`src/sv/vsp_pkg.sv`:
```
// Shared types, constants and helpers of the vertex screen projection block.
// No dependencies; imported by every module of the block.
package vsp_pkg;

  localparam int FracBitsDef   = 16;
  localparam int ScreenBitsDef = 18;
  localparam int StoreDepth    = 24;
  localparam int CoefW         = 32;
  localparam int VpW           = 16;
  localparam int CfgIdxW       = 2;
  localparam int IdxW          = 5;

  typedef enum logic [CfgIdxW-1:0] {
    CFG_LEFT   = 2'd0,
    CFG_TOP    = 2'd1,
    CFG_WIDTH  = 2'd2,
    CFG_HEIGHT = 2'd3
  } cfg_reg_e;

  typedef enum logic {
    KIND_LOAD  = 1'b0,
    KIND_POINT = 1'b1
  } kind_e;

  typedef struct packed {
    kind_e                    kind;
    logic [IdxW-1:0]          coef_index;
    logic signed [CoefW-1:0]  coef_value;
    logic signed [CoefW-1:0]  point_x;
    logic signed [CoefW-1:0]  point_y;
    logic signed [CoefW-1:0]  point_z;
  } item_t;

  typedef struct packed {
    logic [VpW-1:0] left;
    logic [VpW-1:0] top;
    logic [VpW-1:0] width;
    logic [VpW-1:0] height;
  } viewport_t;

  function automatic logic signed [CoefW-1:0] sat32(input logic signed [67:0] v);
    logic signed [CoefW-1:0] r;
    if (v > 68'sh7FFFFFFF) begin
      r = 32'sh7FFFFFFF;
    end else if (v < 68'shF_FFFF_FFFF_8000_0000) begin
      r = 32'sh80000000;
    end else begin
      r = v[CoefW-1:0];
    end
    return r;
  endfunction

endpackage

```
`src/sv/vsp_front.sv`:
```
// Front end: accepts items and queues them in order for the back end.
// Depends on vsp_pkg.
module vsp_front (
  input  logic           clk_i,
  input  logic           rst_ni,
  input  logic           start_i,
  input  vsp_pkg::item_t item_i,
  output logic           busy_o,
  output logic           head_vld_o,
  output vsp_pkg::item_t head_o,
  input  logic           pop_i
);
  import vsp_pkg::*;

  item_t      mem_q [2];
  logic       rd_q, rd_d, wr_q, wr_d;
  logic [1:0] cnt_q, cnt_d;
  logic       push, pop;

  assign busy_o     = (cnt_q == 2'd2);
  assign head_vld_o = (cnt_q != 2'd0);
  assign head_o     = mem_q[rd_q];
  assign push       = start_i && !busy_o;
  assign pop        = pop_i && head_vld_o;

  always_comb begin
    rd_d  = pop  ? !rd_q : rd_q;
    wr_d  = push ? !wr_q : wr_q;
    cnt_d = cnt_q + 2'(push) - 2'(pop);
  end

  always_ff @(posedge clk_i or negedge rst_ni) begin
    if (!rst_ni) begin
      rd_q  <= 1'b0;
      wr_q  <= 1'b0;
      cnt_q <= 2'd0;
    end else begin
      rd_q  <= rd_d;
      wr_q  <= wr_d;
      cnt_q <= cnt_d;
    end
  end

  always_ff @(posedge clk_i) begin
    if (push) begin
      mem_q[wr_q] <= item_i;
    end
  end

  a_cnt_range: assert property (@(posedge clk_i) disable iff (!rst_ni) cnt_q != 2'd3)
    else $error("queue count out of range");
  a_pop_nonempty: assert property (@(posedge clk_i) disable iff (!rst_ni)
    cnt_q == 2'd0 |=> cnt_q <= 2'd1)
    else $error("queue grew by more than one item");
  a_hold_empty: assert property (@(posedge clk_i) disable iff (!rst_ni)
    (cnt_q == 2'd0 && !start_i) |=> !head_vld_o)
    else $error("item appeared without a push");

endmodule

```
`config.mk`:
```
export PLATFORM = sky130hd
export DESIGN_NAME = vsp_front
export DESIGN_NICKNAME = d
export VERILOG_FILES = /design/src/sv/vsp_pkg.sv /design/src/sv/vsp_front.sv
export SDC_FILE = /design/constraint.sdc
export NUM_CORES = 1
export LEC_CHECK = 0
export BUFFER_PORTS_ARGS = -buffer_cell sky130_fd_sc_hd__buf_4
export CORE_MARGIN = 3
export CORE_UTILIZATION = 52
export DETAILED_ROUTE_END_ITERATION = 12
export PLACE_DENSITY = 0.89
export SYNTH_ARGS = -nofsm -noshare
export SYNTH_HDL_FRONTEND = slang
export SYNTH_SLANG_ARGS = --single-unit
```
`constraint.sdc`:
```
create_clock -name clk_i -period 7.42 [get_ports clk_i]
set_input_delay 1.484 -clock clk_i [delete_from_list [all_inputs] [get_ports clk_i]]
set_output_delay 1.484 -clock clk_i [all_outputs]
set_load 0.03 [all_outputs]
```
==> impl_results.md <==
* CTS Buf Count at 26
* Cells after Synth at 435
* Die height at 145 um
* Crit path required time at 5940 ps
* Final worst-path cycle share at 56.4%
* First-pass GRT wire length at 30500 um
* CTS Hold Bufs at 0
* PostCTS Resize Cnt at 0
* Final instance area at 13300 um^2
* Post-DP HPWL at 13800 um
* RSZ-0062 raised after global routing: no
* Slew @ Worst Pin at 1040 ps
* CORE AREA at 18800 um^2
* Worst r2r path cells at 5
* Via Count at 5114
* Post-CTS repair timing setup buffer count at 0
* Drt wl/cell at 20.2 um
* Synth cell types at 16
* Vias in the first global route at 5548
* Slew headroom at 30.3%
* CP Class: register to output port
* CP endpoint kind: output port
* Clk_lat worst skew at 510 ps
* Syn_nets at 575
* Iteration count of the initial detailed-routing pass at 4
* Critical Path AT at 2700 ps
* Slowest CP cell: dfrtp_4
* Ant. Diodes at 0
* Number of core rows at 50
* CP Max Fanout at 47
* Sequential fraction of the synthesis area at 81.0%
* Met2 wire length at 10700 um
* Sink Count at 272
* Hold Crit Depth at 1
* DR DRC count at 0
* DRT iter0 DRCs at 303
* Grt total ovfl at 0
* Worst path most repeated cell: buf_4
* Largest stage delay on the critical path at 850 ps
* IO buf count at 273
* Clock transition at path regs at 60 ps
* Max frequency at 239 MHz
* Yosys Warn Count at 0
* Most used flip-flop cell after synthesis: edfxtp_1
* Final setup viols at 0
* Tot GR Track Use at 18.4%
* Area delta synth->final at 32.5%
* Final Max Slew Viols at 0
* I/O pins at 274
* H-tree depth at 1
* Max-cap violations at 0
* Root buffer cell: clkbuf_16
* Async S/R FF share, synth at 1.47%
* Hold slack at 542 ps
* Post-route setup TNS at 0 ps
* Starting Density at 53.4%
* Die Wd at 145 um
* Nets at 866
* Worst hold-check path type: register to register
* Placement Cell Area at 12400 um^2
* Mapped Area at 10100 um^2
* R2R Setup Slk at 4600 ps
* Sequential Area at 8150 um^2
* PwrDens at 441 nW/um^2
* Die footprint at 21100 um^2
* CTS tree: done
* Outcome: complete, no violations
* Tmin final at 4190 ps
* CP Cell Sequence: buf_4, mux2_2, buf_4
* Routed Antenna Nets at 0
* # fillers at 1123
* Post-synthesis area per instance at 23.1 um^2
* CTS max path bufs at 3
* Startpoint Class: register
* Proportion of layout cells with a drive suffix above 1 at 62.1%
* Initial antenna violation count at 0
* Highest routed metal layer: met4
* Post-synth EDFFs at 268
* Largest net degree at the start of global routing at 79
* Yosys reg bits at 272
* Multi-input logic area at 1800 um^2
* Global placer's final weighted congestion at 0.731
* Leak at 0.00512 uW
* Worst VDD drop at 377 uV
* Final hold vios at 0
* Wl on met1 at 7530 um
* WL met3 at 1500 um
* Clock Skew at 12.2 ps
* Routed wire length at 20300 um
* DR vias/cell at 5.08
## logic make-up after synthesis
family                   count (synthesis)  synth area share, %
multiplexers                           134                 16.9
adder cells (fa/ha/maj)                  2                0.249
flip-flops                             272                 81.0
XOR/XNOR                                 4                0.348
AND/OR/NAND/NOR                          6                0.323
buffers and inverters                   17                 1.26
## layer usage
layer | GRT usage [%] | up-vias
met5 | 0 | -
met1 | 21.7 | 2519
met3 | 4.75 | 44
li1 | - | 2315
met2 | 33.2 | 236
met4 | 5.94 | 0
## area by class of cell
type / count / share of cell area, %
inverter: 2 / 0.0563
sequential: 272 / 61.1
timing repair buffer: 278 / 15.7
clock inverter: 21 / 2.15
tap: 260 / 2.44
clock buffer: 27 / 5.07
multi-input combinational: 146 / 13.5
## cell usage in the layout (no fill, tap or decap), types with 2 or more instances in the layout
| cell type | count |
|---|---|
| bufinv_16 | 6 |
| clkbuf_16 | 27 |
| buf_4 | 278 |
| mux2_2 | 84 |
| mux2_4 | 50 |
| edfxtp_1 | 268 |
| clkinvlp_4 | 7 |
| clkinv_4 | 3 |
| dfrtp_1 | 3 |
| clkinv_2 | 3 |
| inv_1 | 2 |
| ha_1 | 2 |
| xnor2_1 | 3 |
## cell usage after synthesis, drive strengths merged (2+ instances only)
cell type | number | area [um^2]
edfxtp | 268 | 8050
mux2 | 134 | 1700
buf | 15 | 119
dfrtp | 4 | 100
xnor2 | 3 | 26.3
ha | 2 | 25.0
inv | 2 | 7.51
## power by group
part / switching, uW / internal, uW
Clock: 554 / 878
Combinational: 1290 / 908
Sequential: 137 / 2110
## worst max-delay path, delay by kind of cell (launching register included)
kind	cells	cell delay [ps]
buffers and inverters	2	890
DFF	1	850
muxes	1	430
## per-stage QoR
| stage | cells | power [uW] | utilization (%) | worst slack (ps) |
|---|---|---|---|---|
| after CTS | 1006 | 5940 | 70.8 | 3160 |
| after detailed placement | 958 | 4490 | 65.7 | 3600 |
| after global placement | 958 | 4420 | 65.7 | 3700 |
| after global routing | 1006 | 6100 | 70.8 | 3060 |
| final | 1006 | 5880 | 70.8 | 3230 |
| after floorplan | 435 | 3780 | - | 1910 |
## flip-flops by register name (all words and copies together), names as in the netlist
register	count
mem_q	268
cnt_q	2
wr_q	1
rd_q	1
## worst paths after layout
kind,endpoint,startpoint
hold reg to reg,cnt_q[0],cnt_q[0]
setup / recovery,head_o[10],rd_q
max in group asynchronous,rd_q,rst_ni
setup reg to reg,mem_q[0][70],cnt_q[0]
hold / removal,cnt_q[0],cnt_q[0]
min in group asynchronous,rd_q,rst_ni
(Power assumes the default switching activity.)
